**src/pfr_pkg.sv**
```systemverilog
// Shared constants, types and tables of the potential field repulsion unit.
package pfr_pkg;

    localparam int MAX_SAMPLES = 1024;
    localparam int CNT_W       = 11;
    localparam int VAL_W       = 16;
    localparam int NUM_W       = 56;
    localparam int DEN_W       = 32;
    localparam int ROOT_W      = 28;
    localparam int SUM_W       = 40;
    localparam int MAG_W       = 15;
    localparam int CRD_W       = 32;
    localparam int ANG_W       = 18;
    localparam int CRD_STEPS   = 14;
    localparam int CRD_CNT_W   = 4;

    localparam logic [15:0] CORDIC_SCALE = 16'd39797;
    localparam logic [15:0] CUTOFF_RST   = 16'd819;
    localparam logic [15:0] GAIN_RST     = 16'd1280;
    localparam logic [MAG_W-1:0] MAG_MAX = 15'h7FFF;

    typedef enum logic [1:0] {
        CFG_START_ANGLE = 2'd0,
        CFG_ANGLE_STEP  = 2'd1,
        CFG_CUTOFF      = 2'd2,
        CFG_GAIN        = 2'd3
    } cfg_index_t;

    typedef logic signed [VAL_W-1:0] q88_t;

    function automatic logic signed [ANG_W-1:0] atan_lookup(input logic [CRD_CNT_W-1:0] idx);
        logic signed [ANG_W-1:0] v;
        case (idx)
            4'd0:    v = 18'sd8192;
            4'd1:    v = 18'sd4836;
            4'd2:    v = 18'sd2555;
            4'd3:    v = 18'sd1297;
            4'd4:    v = 18'sd651;
            4'd5:    v = 18'sd326;
            4'd6:    v = 18'sd163;
            4'd7:    v = 18'sd81;
            4'd8:    v = 18'sd41;
            4'd9:    v = 18'sd20;
            4'd10:   v = 18'sd10;
            4'd11:   v = 18'sd5;
            4'd12:   v = 18'sd3;
            4'd13:   v = 18'sd1;
            default: v = 18'sd0;
        endcase
        return v;
    endfunction

endpackage

```
**src/pfr_if.sv**
```systemverilog
// Valid/ready channel interfaces for scan samples and force results.
interface pfr_in_if;
    logic              valid;
    logic              ready;
    logic [15:0]       range;
    logic signed [15:0] heading;
    logic              last;

    modport source (output valid, output range, output heading, output last, input ready);
    modport sink (input valid, input range, input heading, input last, output ready);
endinterface

interface pfr_out_if;
    logic               valid;
    logic               ready;
    logic signed [15:0] force_x;
    logic signed [15:0] force_y;
    logic [10:0]        sample_count;
    logic               saturated;

    modport source (output valid, output force_x, output force_y, output sample_count,
                    output saturated, input ready);
    modport sink (input valid, input force_x, input force_y, input sample_count,
                  input saturated, output ready);
endinterface

```
**src/pfr_div.sv**
```systemverilog
// Shared restoring divider, one quotient bit per cycle.
module pfr_div
(
    input  logic                      clk,
    input  logic                      rst_n,
    input  logic                      start,
    input  logic [pfr_pkg::NUM_W-1:0] dividend,
    input  logic [pfr_pkg::DEN_W-1:0] divisor,
    output logic                      done,
    output logic [pfr_pkg::NUM_W-1:0] quotient
);

    logic [pfr_pkg::NUM_W-1:0] quo_reg, quo_next;
    logic [pfr_pkg::DEN_W-1:0] rem_reg, rem_next;
    logic [pfr_pkg::DEN_W-1:0] dvs_reg;
    logic [5:0]                cnt_reg, cnt_next;
    logic                      run_reg, run_next;
    logic                      done_reg, done_next;
    logic [pfr_pkg::DEN_W:0]   trial;
    logic [pfr_pkg::DEN_W:0]   diff;

    assign trial = {rem_reg, quo_reg[pfr_pkg::NUM_W-1]};
    assign diff  = trial - {1'b0, dvs_reg};

    always_comb
    begin
        quo_next  = quo_reg;
        rem_next  = rem_reg;
        cnt_next  = cnt_reg;
        run_next  = run_reg;
        done_next = 1'b0;
        if (start)
        begin
            quo_next = dividend;
            rem_next = '0;
            cnt_next = '0;
            run_next = 1'b1;
        end
        else if (run_reg)
        begin
            if (!diff[pfr_pkg::DEN_W])
            begin
                rem_next = diff[pfr_pkg::DEN_W-1:0];
                quo_next = {quo_reg[pfr_pkg::NUM_W-2:0], 1'b1};
            end
            else
            begin
                rem_next = trial[pfr_pkg::DEN_W-1:0];
                quo_next = {quo_reg[pfr_pkg::NUM_W-2:0], 1'b0};
            end
            cnt_next = cnt_reg + 6'd1;
            if (cnt_reg == 6'(pfr_pkg::NUM_W - 1))
            begin
                run_next  = 1'b0;
                done_next = 1'b1;
            end
        end
    end

    always_ff @(posedge clk or negedge rst_n)
    begin
        if (!rst_n)
        begin
            run_reg  <= 1'b0;
            done_reg <= 1'b0;
            cnt_reg  <= '0;
        end
        else
        begin
            run_reg  <= run_next;
            done_reg <= done_next;
            cnt_reg  <= cnt_next;
        end
    end

    always_ff @(posedge clk)
    begin
        quo_reg <= quo_next;
        rem_reg <= rem_next;
        if (start)
        begin
            dvs_reg <= divisor;
        end
    end

    assign done     = done_reg;
    assign quotient = quo_reg;

endmodule

```
**src/pfr_isqrt.sv**
```systemverilog
// Iterative integer square root, one result bit per cycle.
module pfr_isqrt
(
    input  logic                       clk,
    input  logic                       rst_n,
    input  logic                       start,
    input  logic [pfr_pkg::NUM_W-1:0]  value,
    output logic                       done,
    output logic [pfr_pkg::ROOT_W-1:0] root
);

    logic [pfr_pkg::NUM_W-1:0] v_reg, v_next;
    logic [pfr_pkg::NUM_W-1:0] res_reg, res_next;
    logic [pfr_pkg::NUM_W-1:0] bit_reg, bit_next;
    logic [4:0]                cnt_reg, cnt_next;
    logic                      run_reg, run_next;
    logic                      done_reg, done_next;
    logic [pfr_pkg::NUM_W-1:0] sum;

    assign sum = res_reg + bit_reg;

    always_comb
    begin
        v_next    = v_reg;
        res_next  = res_reg;
        bit_next  = bit_reg;
        cnt_next  = cnt_reg;
        run_next  = run_reg;
        done_next = 1'b0;
        if (start)
        begin
            v_next   = value;
            res_next = '0;
            bit_next = {2'b01, {(pfr_pkg::NUM_W-2){1'b0}}};
            cnt_next = '0;
            run_next = 1'b1;
        end
        else if (run_reg)
        begin
            if (v_reg >= sum)
            begin
                v_next   = v_reg - sum;
                res_next = (res_reg >> 1) + bit_reg;
            end
            else
            begin
                res_next = res_reg >> 1;
            end
            bit_next = bit_reg >> 2;
            cnt_next = cnt_reg + 5'd1;
            if (cnt_reg == 5'(pfr_pkg::ROOT_W - 1))
            begin
                run_next  = 1'b0;
                done_next = 1'b1;
            end
        end
    end

    always_ff @(posedge clk or negedge rst_n)
    begin
        if (!rst_n)
        begin
            run_reg  <= 1'b0;
            done_reg <= 1'b0;
            cnt_reg  <= '0;
        end
        else
        begin
            run_reg  <= run_next;
            done_reg <= done_next;
            cnt_reg  <= cnt_next;
        end
    end

    always_ff @(posedge clk)
    begin
        v_reg   <= v_next;
        res_reg <= res_next;
        bit_reg <= bit_next;
    end

    assign done = done_reg;
    assign root = res_reg[pfr_pkg::ROOT_W-1:0];

endmodule

```
**src/pfr_cordic.sv**
```systemverilog
// Rotation-mode CORDIC, one micro-rotation per cycle, with half-turn folding.
module pfr_cordic
(
    input  logic                            clk,
    input  logic                            rst_n,
    input  logic                            start,
    input  logic [pfr_pkg::MAG_W-1:0]       mag,
    input  logic [15:0]                     angle,
    output logic                            done,
    output logic signed [pfr_pkg::CRD_W-1:0] x_out,
    output logic signed [pfr_pkg::CRD_W-1:0] y_out
);

    logic signed [pfr_pkg::CRD_W-1:0] x_reg, x_next, y_reg, y_next, dx, dy;
    logic signed [pfr_pkg::ANG_W-1:0] z_reg, z_next, z_in;
    logic [pfr_pkg::CRD_CNT_W-1:0]    i_reg, i_next;
    logic                             flip_reg, flip_next;
    logic                             run_reg, run_next;
    logic                             done_reg, done_next;
    logic [30:0]                      scaled;

    assign z_in   = {{(pfr_pkg::ANG_W-16){angle[15]}}, angle};
    assign scaled = 31'(mag) * 31'(pfr_pkg::CORDIC_SCALE);
    assign dx     = y_reg >>> i_reg;
    assign dy     = x_reg >>> i_reg;

    always_comb
    begin
        x_next    = x_reg;
        y_next    = y_reg;
        z_next    = z_reg;
        i_next    = i_reg;
        flip_next = flip_reg;
        run_next  = run_reg;
        done_next = 1'b0;
        if (start)
        begin
            x_next    = pfr_pkg::CRD_W'(scaled >> 2);
            y_next    = '0;
            i_next    = '0;
            run_next  = 1'b1;
            flip_next = 1'b0;
            z_next    = z_in;
            if (z_in > 18'sd16384)
            begin
                z_next    = z_in - 18'sd32768;
                flip_next = 1'b1;
            end
            else if (z_in < -18'sd16384)
            begin
                z_next    = z_in + 18'sd32768;
                flip_next = 1'b1;
            end
        end
        else if (run_reg)
        begin
            if (!z_reg[pfr_pkg::ANG_W-1])
            begin
                x_next = x_reg - dx;
                y_next = y_reg + dy;
                z_next = z_reg - pfr_pkg::atan_lookup(i_reg);
            end
            else
            begin
                x_next = x_reg + dx;
                y_next = y_reg - dy;
                z_next = z_reg + pfr_pkg::atan_lookup(i_reg);
            end
            i_next = i_reg + 4'd1;
            if (i_reg == 4'(pfr_pkg::CRD_STEPS - 1))
            begin
                run_next  = 1'b0;
                done_next = 1'b1;
            end
        end
    end

    always_ff @(posedge clk or negedge rst_n)
    begin
        if (!rst_n)
        begin
            run_reg  <= 1'b0;
            done_reg <= 1'b0;
            i_reg    <= '0;
        end
        else
        begin
            run_reg  <= run_next;
            done_reg <= done_next;
            i_reg    <= i_next;
        end
    end

    always_ff @(posedge clk)
    begin
        x_reg    <= x_next;
        y_reg    <= y_next;
        z_reg    <= z_next;
        flip_reg <= flip_next;
    end

    assign done  = done_reg;
    assign x_out = flip_reg ? -x_reg : x_reg;
    assign y_out = flip_reg ? -y_reg : y_reg;

endmodule

```
**src/potential_field_repulsion_unit.sv**
```systemverilog
// Top level: repulsive force of a potential field accumulated over one laser scan.
//
// Channels: "samples" carries one range sample per beat (range, heading,
// last); "results" carries one beat per scan (force_x, force_y,
// sample_count, saturated), produced on the sample marked last.
// Configuration: cfg_we with cfg_index/cfg_wdata writes start_angle,
// angle_step, cutoff_range and gain; write only while the block is idle.
// A sample within range passes through the divide, the square root and
// the CORDIC rotation, plus sequencing; a sample at or beyond the cutoff,
// or at zero range, skips the divide and the square root. The last sample
// of a scan adds two divides for the means. samples.ready is high only in
// the idle state, so one sample is in work at a time; the shared divider
// sets the pace.
// Reset clears the sums, the sample counter, the clamp flag and the
// output valid flag, and loads the register defaults.
// A stalled receiver holds the result in the output register; the block
// keeps taking samples and waits only when the next scan result is ready.
module potential_field_repulsion_unit
(
    input  logic             clk,
    input  logic             rst_n,
    input  logic             cfg_we,
    input  logic [1:0]       cfg_index,
    input  logic [15:0]      cfg_wdata,
    pfr_in_if.sink           samples,
    pfr_out_if.source        results
);

    typedef enum logic [8:0] {
        ST_IDLE = 9'b000000001,
        ST_PREP = 9'b000000010,
        ST_DIV  = 9'b000000100,
        ST_SQRT = 9'b000001000,
        ST_MAG  = 9'b000010000,
        ST_CST  = 9'b000100000,
        ST_ROT  = 9'b001000000,
        ST_FIN  = 9'b010000000,
        ST_FDX  = 9'b100000000
    } state_t;

    state_t state_reg, state_next;
    logic   fdy_reg, fdy_next;
    logic   out_pend_reg, out_pend_next;

    logic [15:0] start_angle_reg, angle_step_reg, cutoff_reg, gain_reg;

    logic signed [pfr_pkg::SUM_W-1:0] sum_x_reg, sum_y_reg, sum_x_next, sum_y_next;
    logic [pfr_pkg::CNT_W-1:0]        idx_reg, idx_next;
    logic                             clamp_reg, clamp_next;

    logic [15:0]                 range_reg, angle_reg;
    logic                        last_reg;
    logic [pfr_pkg::DEN_W-1:0]   den_reg;
    logic [pfr_pkg::MAG_W-1:0]   mag_reg, mag_next;
    logic                        mag_ld;
    pfr_pkg::q88_t               fx_reg, fx_next;
    logic                        fsat_reg, fsat_next;
    pfr_pkg::q88_t               fq_hold_y;

    logic          out_valid_reg, out_valid_next;
    pfr_pkg::q88_t out_fx_reg, out_fy_reg;
    logic [10:0]   out_cnt_reg;
    logic          out_sat_reg;
    logic          out_ld;

    logic                       div_start, div_done;
    logic [pfr_pkg::NUM_W-1:0]  div_dividend, div_quo;
    logic [pfr_pkg::DEN_W-1:0]  div_divisor;
    logic                       sq_start, sq_done;
    logic [pfr_pkg::ROOT_W-1:0] sq_root;
    logic                       crd_start, crd_done;
    logic signed [pfr_pkg::CRD_W-1:0] crd_x, crd_y;

    logic                       accept;
    logic [15:0]                angle_calc;
    logic [15:0]                diff_rc;
    logic [pfr_pkg::SUM_W-1:0]  abs_x, abs_y;
    logic [pfr_pkg::CNT_W-1:0]  n_div;
    logic [43:0]                mag_prod;
    logic [28:0]                mag_raw;
    logic signed [pfr_pkg::CRD_W+1:0] rx, ry;
    logic signed [pfr_pkg::SUM_W-1:0] cx, cy;
    pfr_pkg::q88_t              fq;
    logic                       fq_sat;
    logic                       fq_neg;

    assign accept     = samples.valid && samples.ready;
    assign angle_calc = start_angle_reg + 16'(idx_reg * angle_step_reg) + samples.heading;
    assign diff_rc    = cutoff_reg - range_reg;
    assign abs_x      = sum_x_reg[pfr_pkg::SUM_W-1] ? 40'(-sum_x_reg) : 40'(sum_x_reg);
    assign abs_y      = sum_y_reg[pfr_pkg::SUM_W-1] ? 40'(-sum_y_reg) : 40'(sum_y_reg);
    assign n_div      = (idx_reg == '0) ? 11'd1 : idx_reg;
    assign mag_prod   = 44'(gain_reg) * 44'(sq_root);
    assign mag_raw    = mag_prod[43:15];
    assign rx         = (pfr_pkg::CRD_W+2)'(8192) - (pfr_pkg::CRD_W+2)'(crd_x);
    assign ry         = (pfr_pkg::CRD_W+2)'(8192) - (pfr_pkg::CRD_W+2)'(crd_y);
    assign cx         = pfr_pkg::SUM_W'(rx >>> 14);
    assign cy         = pfr_pkg::SUM_W'(ry >>> 14);

    assign samples.ready = (state_reg == ST_IDLE) && !out_pend_reg;

    always_comb
    begin
        fq_neg = fdy_reg ? sum_y_reg[pfr_pkg::SUM_W-1] : sum_x_reg[pfr_pkg::SUM_W-1];
        fq_sat = 1'b0;
        if (!fq_neg)
        begin
            if (div_quo > 56'd32767)
            begin
                fq     = 16'sh7FFF;
                fq_sat = 1'b1;
            end
            else
            begin
                fq = div_quo[15:0];
            end
        end
        else
        begin
            if (div_quo > 56'd32768)
            begin
                fq     = 16'sh8000;
                fq_sat = 1'b1;
            end
            else
            begin
                fq = -div_quo[15:0];
            end
        end
    end

    always_comb
    begin
        div_dividend = {diff_rc, 40'b0};
        div_divisor  = den_reg;
        case (state_reg)
            ST_FIN:
            begin
                div_dividend = 56'(abs_x);
                div_divisor  = 32'(n_div);
            end
            ST_FDX:
            begin
                div_dividend = 56'(abs_y);
                div_divisor  = 32'(n_div);
            end
            default:
            begin
                div_dividend = {diff_rc, 40'b0};
                div_divisor  = den_reg;
            end
        endcase
    end

    always_comb
    begin
        state_next     = state_reg;
        fdy_next       = fdy_reg;
        out_pend_next  = out_pend_reg;
        sum_x_next     = sum_x_reg;
        sum_y_next     = sum_y_reg;
        idx_next       = idx_reg;
        clamp_next     = clamp_reg;
        mag_next       = mag_reg;
        mag_ld         = 1'b0;
        fx_next        = fx_reg;
        fsat_next      = fsat_reg;
        out_valid_next = out_valid_reg;
        out_ld         = 1'b0;
        div_start      = 1'b0;
        sq_start       = 1'b0;
        crd_start      = 1'b0;

        if (out_valid_reg && results.ready)
        begin
            out_valid_next = 1'b0;
        end

        case (state_reg)
            ST_IDLE:
            begin
                if (out_pend_reg)
                begin
                    if (!out_valid_reg || results.ready)
                    begin
                        out_ld         = 1'b1;
                        out_valid_next = 1'b1;
                        out_pend_next  = 1'b0;
                        sum_x_next     = '0;
                        sum_y_next     = '0;
                        idx_next       = '0;
                        clamp_next     = 1'b0;
                    end
                end
                else if (accept)
                begin
                    if (idx_reg >= 11'(pfr_pkg::MAX_SAMPLES))
                    begin
                        clamp_next = 1'b1;
                        if (samples.last)
                        begin
                            state_next = ST_FIN;
                        end
                    end
                    else
                    begin
                        state_next = ST_PREP;
                    end
                end
            end
            ST_PREP:
            begin
                if (range_reg >= cutoff_reg)
                begin
                    mag_next   = '0;
                    mag_ld     = 1'b1;
                    state_next = ST_CST;
                end
                else if (range_reg == '0)
                begin
                    mag_next   = pfr_pkg::MAG_MAX;
                    mag_ld     = 1'b1;
                    clamp_next = 1'b1;
                    state_next = ST_CST;
                end
                else
                begin
                    div_start  = 1'b1;
                    state_next = ST_DIV;
                end
            end
            ST_DIV:
            begin
                if (div_done)
                begin
                    sq_start   = 1'b1;
                    state_next = ST_SQRT;
                end
            end
            ST_SQRT:
            begin
                if (sq_done)
                begin
                    state_next = ST_MAG;
                end
            end
            ST_MAG:
            begin
                mag_ld = 1'b1;
                if (mag_raw > 29'(pfr_pkg::MAG_MAX))
                begin
                    mag_next   = pfr_pkg::MAG_MAX;
                    clamp_next = 1'b1;
                end
                else
                begin
                    mag_next = mag_raw[pfr_pkg::MAG_W-1:0];
                end
                state_next = ST_CST;
            end
            ST_CST:
            begin
                crd_start  = 1'b1;
                state_next = ST_ROT;
            end
            ST_ROT:
            begin
                if (crd_done)
                begin
                    sum_x_next = sum_x_reg + cx;
                    sum_y_next = sum_y_reg + cy;
                    idx_next   = idx_reg + 11'd1;
                    state_next = last_reg ? ST_FIN : ST_IDLE;
                end
            end
            ST_FIN:
            begin
                div_start  = 1'b1;
                fdy_next   = 1'b0;
                state_next = ST_FDX;
            end
            ST_FDX:
            begin
                if (div_done)
                begin
                    if (!fdy_reg)
                    begin
                        fx_next   = fq;
                        fsat_next = fq_sat;
                        fdy_next  = 1'b1;
                        div_start = 1'b1;
                    end
                    else
                    begin
                        fsat_next     = fsat_reg || fq_sat;
                        fdy_next      = 1'b0;
                        out_pend_next = 1'b1;
                        state_next    = ST_IDLE;
                    end
                end
            end
            default:
            begin
                state_next = ST_IDLE;
            end
        endcase
    end

    always_ff @(posedge clk or negedge rst_n)
    begin
        if (!rst_n)
        begin
            state_reg       <= ST_IDLE;
            fdy_reg         <= 1'b0;
            out_pend_reg    <= 1'b0;
            sum_x_reg       <= '0;
            sum_y_reg       <= '0;
            idx_reg         <= '0;
            clamp_reg       <= 1'b0;
            out_valid_reg   <= 1'b0;
            start_angle_reg <= '0;
            angle_step_reg  <= '0;
            cutoff_reg      <= pfr_pkg::CUTOFF_RST;
            gain_reg        <= pfr_pkg::GAIN_RST;
        end
        else
        begin
            state_reg     <= state_next;
            fdy_reg       <= fdy_next;
            out_pend_reg  <= out_pend_next;
            sum_x_reg     <= sum_x_next;
            sum_y_reg     <= sum_y_next;
            idx_reg       <= idx_next;
            clamp_reg     <= clamp_next;
            out_valid_reg <= out_valid_next;
            if (cfg_we)
            begin
                case (pfr_pkg::cfg_index_t'(cfg_index))
                    pfr_pkg::CFG_START_ANGLE: start_angle_reg <= cfg_wdata;
                    pfr_pkg::CFG_ANGLE_STEP:  angle_step_reg  <= cfg_wdata;
                    pfr_pkg::CFG_CUTOFF:      cutoff_reg      <= cfg_wdata;
                    pfr_pkg::CFG_GAIN:        gain_reg        <= cfg_wdata;
                    default:                  gain_reg        <= gain_reg;
                endcase
            end
        end
    end

    always_ff @(posedge clk)
    begin
        if (accept)
        begin
            range_reg <= samples.range;
            last_reg  <= samples.last;
            angle_reg <= angle_calc;
            den_reg   <= 32'(samples.range) * 32'(cutoff_reg);
        end
        if (mag_ld)
        begin
            mag_reg <= mag_next;
        end
        fx_reg   <= fx_next;
        fsat_reg <= fsat_next;
        if (out_ld)
        begin
            out_fx_reg  <= fx_reg;
            out_fy_reg  <= fq_hold_y;
            out_cnt_reg <= idx_reg;
            out_sat_reg <= clamp_reg || fsat_reg;
        end
    end

    always_ff @(posedge clk)
    begin
        if ((state_reg == ST_FDX) && div_done && fdy_reg)
        begin
            fq_hold_y <= fq;
        end
    end

    pfr_div u_div
    (
        .clk      (clk),
        .rst_n    (rst_n),
        .start    (div_start),
        .dividend (div_dividend),
        .divisor  (div_divisor),
        .done     (div_done),
        .quotient (div_quo)
    );

    pfr_isqrt u_isqrt
    (
        .clk   (clk),
        .rst_n (rst_n),
        .start (sq_start),
        .value (div_quo),
        .done  (sq_done),
        .root  (sq_root)
    );

    pfr_cordic u_cordic
    (
        .clk   (clk),
        .rst_n (rst_n),
        .start (crd_start),
        .mag   (mag_reg),
        .angle (angle_reg),
        .done  (crd_done),
        .x_out (crd_x),
        .y_out (crd_y)
    );

    assign results.valid        = out_valid_reg;
    assign results.force_x      = out_fx_reg;
    assign results.force_y      = out_fy_reg;
    assign results.sample_count = out_cnt_reg;
    assign results.saturated    = out_sat_reg;

endmodule
```
**src/flat_wrapper.sv**
```systemverilog
// flat-port wrapper written by rule: the top's interface ports become plain ports
module potential_field_repulsion_unit_flat 
  (clk, rst_n, cfg_we, cfg_index, cfg_wdata, samples_valid, samples_range, samples_heading, samples_last, samples_ready, results_valid, results_force_x, results_force_y, results_sample_count, results_saturated, results_ready);
  pfr_in_if samples_i ();
  pfr_out_if results_i ();
  input  logic clk;
  input  logic rst_n;
  input  logic cfg_we;
  input  logic [1:0] cfg_index;
  input  logic [15:0] cfg_wdata;
  input wire logic [$bits(samples_i.valid)-1:0] samples_valid;
  input wire logic [$bits(samples_i.range)-1:0] samples_range;
  input wire logic [$bits(samples_i.heading)-1:0] samples_heading;
  input wire logic [$bits(samples_i.last)-1:0] samples_last;
  output wire logic [$bits(samples_i.ready)-1:0] samples_ready;
  output wire logic [$bits(results_i.valid)-1:0] results_valid;
  output wire logic [$bits(results_i.force_x)-1:0] results_force_x;
  output wire logic [$bits(results_i.force_y)-1:0] results_force_y;
  output wire logic [$bits(results_i.sample_count)-1:0] results_sample_count;
  output wire logic [$bits(results_i.saturated)-1:0] results_saturated;
  input wire logic [$bits(results_i.ready)-1:0] results_ready;
  assign samples_i.valid = samples_valid;
  assign samples_i.range = samples_range;
  assign samples_i.heading = samples_heading;
  assign samples_i.last = samples_last;
  assign samples_ready = samples_i.ready;
  assign results_valid = results_i.valid;
  assign results_force_x = results_i.force_x;
  assign results_force_y = results_i.force_y;
  assign results_sample_count = results_i.sample_count;
  assign results_saturated = results_i.saturated;
  assign results_i.ready = results_ready;
  potential_field_repulsion_unit u_core (.clk(clk), .rst_n(rst_n), .cfg_we(cfg_we), .cfg_index(cfg_index), .cfg_wdata(cfg_wdata), .samples(samples_i), .results(results_i));
endmodule
```
**config.mk**
```make
export PLATFORM = sky130hd
export DESIGN_NAME = potential_field_repulsion_unit_flat
export DESIGN_NICKNAME = d
export VERILOG_FILES = /design/src/pfr_pkg.sv /design/src/pfr_if.sv /design/src/pfr_div.sv /design/src/pfr_isqrt.sv /design/src/pfr_cordic.sv /design/src/potential_field_repulsion_unit.sv /design/src/flat_wrapper.sv
export SDC_FILE = /design/constraint.sdc
export NUM_CORES = 2
export LEC_CHECK = 0
export BUFFER_PORTS_ARGS = -buffer_cell sky130_fd_sc_hd__buf_4
export CAP_MARGIN = 30
export CORE_MARGIN = 3
export CORE_UTILIZATION = 30
export DETAILED_ROUTE_END_ITERATION = 10
export PLACE_DENSITY = 0.5
export RECOVER_POWER = 100
export SYNTH_ARGS = -nofsm -noshare
export SYNTH_HDL_FRONTEND = slang
export SYNTH_SLANG_ARGS = --single-unit
```
**constraint.sdc**
```tcl
create_clock -name clk -period 8.23 [get_ports clk]
set_input_delay 0.4115 -clock clk [delete_from_list [all_inputs] [get_ports clk]]
set_output_delay 0.4115 -clock clk [all_outputs]
set_load 0.05 [all_outputs]
```
==> results.txt <==
WS Path Type: reg2reg
TritonRoute pass-1 iters: 8
largest net degree at the start of global routing: 134
EDFF count, synth: 349
ys async rst share: 27.4%
Max-cap violations: 15
die area: 0.281 sq mm
Commonest cells post-synth: 1110 x nand2_1, 1098 x inv_1, 759 x fa_1
Tmin final: 7830 ps
Hold Startpoint: cfg_wdata[0]
Yosys top cell area share: 18.4%
CP Capture Type: flip-flop
vias per cell: 5.12
Mean Syn Cell Area: 8.96 sq um
Final Hold Vio Count: 0
Final #Nets: 10600
PortBufs: 101
Routed WL per cell: 19.3 microns
worst endpoint required time: 8680 ps
Die Span X: 530 microns
CP peak stage delay: 630 ps
gp weighted congestion: 0.862
share of cells above drive strength 1: 6.01%
clock latency on the worst-skew pair: 770 ps
Synth cell types: 97
placeable core area: 0.272 sq mm
crit path DAT: 8280 ps
r2r worst-path depth: 26
final WL: 247000 microns
post-synthesis cell area: 0.0824 sq mm
ys flop type: edfxtp_1
Syn Nets: 10700
cell taking the most area after synthesis: fa_1
CP Capture Point: u_core.mag_reg[3]
residual DRC count: 0
DR vias: 65400
start of the worst register-to-register path: u_core.u_isqrt.res_reg[8]
Clock Path Buffers: 3
initial antenna violation count: 21
Routed Antenna Nets: 0
reg-to-reg setup timing slack: 400 ps
slew at the pin closest to its max-slew limit: 4340 ps
Placed Area: 0.0872 sq mm
sequential fraction of the synthesis area: 22.2%
Yosys warnings: 0
Max FO, Critical Path: 16
vias in the first global route: 67300
CTS root buf: clkbuf_16
fin. max-slew vios: 706
Area Overhead vs Synth: 9.31%
crit path from: u_core.u_isqrt.res_reg[8]
Starting Density: 30.3%
Max H-tree Level: 3
violated checks: max-capacitance violations, max-slew violations
status: finished with violations
synthesized flop and latch total: 689
DR iter-0 viols: 4342
period utilization: 95.2%
CP Launch Type: flip-flop
count leader, synth: nand2_1
Final Cell Area: 0.0900 sq mm
WP depth: 26
Rel. slew slack: -189%
worst min path class: in2reg
Die H: 530 microns
CTS clock-pin slew for the worst setup and hold paths: 70 ps
Reg-to-Reg End: u_core.mag_reg[3]
synth top area cells: fa_1 18%, edfxtp_1 13%, ha_1 11%
Crit-path slowest cell: dfxtp_1
Worst Path Buf+Inv: 6
Worst path most repeated cell: fa_1
Post-Route Setup TNS: 0 ps
Mapped Cells: 9195
Detail Placement HPWL: 191000 microns
final setup vio count: 0
CP top delay family: adder cells
GRT Total Usage: 17.5%
RSZ-0062 raised after global routing: false
Core Rows: 191
clk_skew: 100 ps
TritonCTS clock tree: built
Max Freq: 128 MHz
first-pass GRT wire length: 391000 microns
num ports: 102
clock sink count: 689
gr ovfl total: 0
Fill cells: 28200
TritonCTS Buffers: 92
[logic make-up (layout without fill, tap and decap cells)]
logic type	Yosys count	after routing	share of synthesized area, %
xor+xnor	648	648	6.90
compound gates	1892	1892	14.3
flops	689	689	22.2
mux	335	335	5.47
fa+ha+maj	1461	1461	29.1
buf+inv	1537	1531	7.08
simple gates	2633	2633	15.0
other cells	0	11	0
[through the flow]
stage	utilization [%]	std cells	hold WS (ps)	setup slack, ps
final	33.1	12800	84.3	399
after global routing	33.1	12800	64.1	11.4
after CTS	33.2	12800	0.990	28.1
after detailed placement	32.1	12600	405	74.7
after global placement	32.0	12600	404	88.4
after floorplan	-	9195	116	544
[per-layer routing]
metal	vias up	GRT usage, %	part of all wire [%]
met5	-	0	0.016
met4	6	4.62	2.7
met3	301	2.04	5.1
met2	1548	29.2	47
met1	32600	24.1	46
li1	31000	-	-
[worst min-delay path by stage]
stage / end / slack, ps / cells after the start
after global routing: u_core.gain_reg[1] / 60 / 2
after CTS: u_core.range_reg[15] / 1 / 1
after global placement: u_core.results.force_y[10] / 400 / 0
final: u_core.gain_reg[0] / 80 / 2
after floorplan: u_core.angle_step_reg[0] / 120 / 0
after detailed placement: u_core.results.force_x[15] / 400 / 0
[timing repair]
action                                  4_1_cts  5_1_grt
endpoints found under the setup margin        0       16
hold buffers                                  3        0
buffers inserted                              0        1
gates resized for setup                       0        6
hold endpoints to repair                     58        0
[cell type report]
| class | count | area [sq um] | share of cell area, % |
|---|---|---|---|
| Tap cell | 3570 | 4470 | 4.96 |
| Timing Repair Buffer | 254 | 1590 | 1.76 |
| Clock inverter | 67 | 746 | 0.828 |
| Multi-Input combinational cell | 6969 | 58300 | 64.8 |
| Antenna cell | 11 | 27.5 | 0.0306 |
| Sequential cell | 689 | 18300 | 20.3 |
| Inverter | 1104 | 4140 | 4.60 |
| Clock buffer | 106 | 2460 | 2.73 |
[cells in the final DEF, fill, tap and decap left out, types with 162 or more instances in the layout]
cell type and count:
a21oi_1 508, and2_1 317, edfxtp_1 349, xor2_1 248, ha_1 702, fa_1 759
inv_1 1098, dfrtp_1 174, nor2_1 498, o21ai_0 527, xnor2_1 398, nand2_1 1107
mux2i_1 162
Power is not shown: default switching activity piles up to over one toggle a cycle in this logic, so the estimate is an artifact.
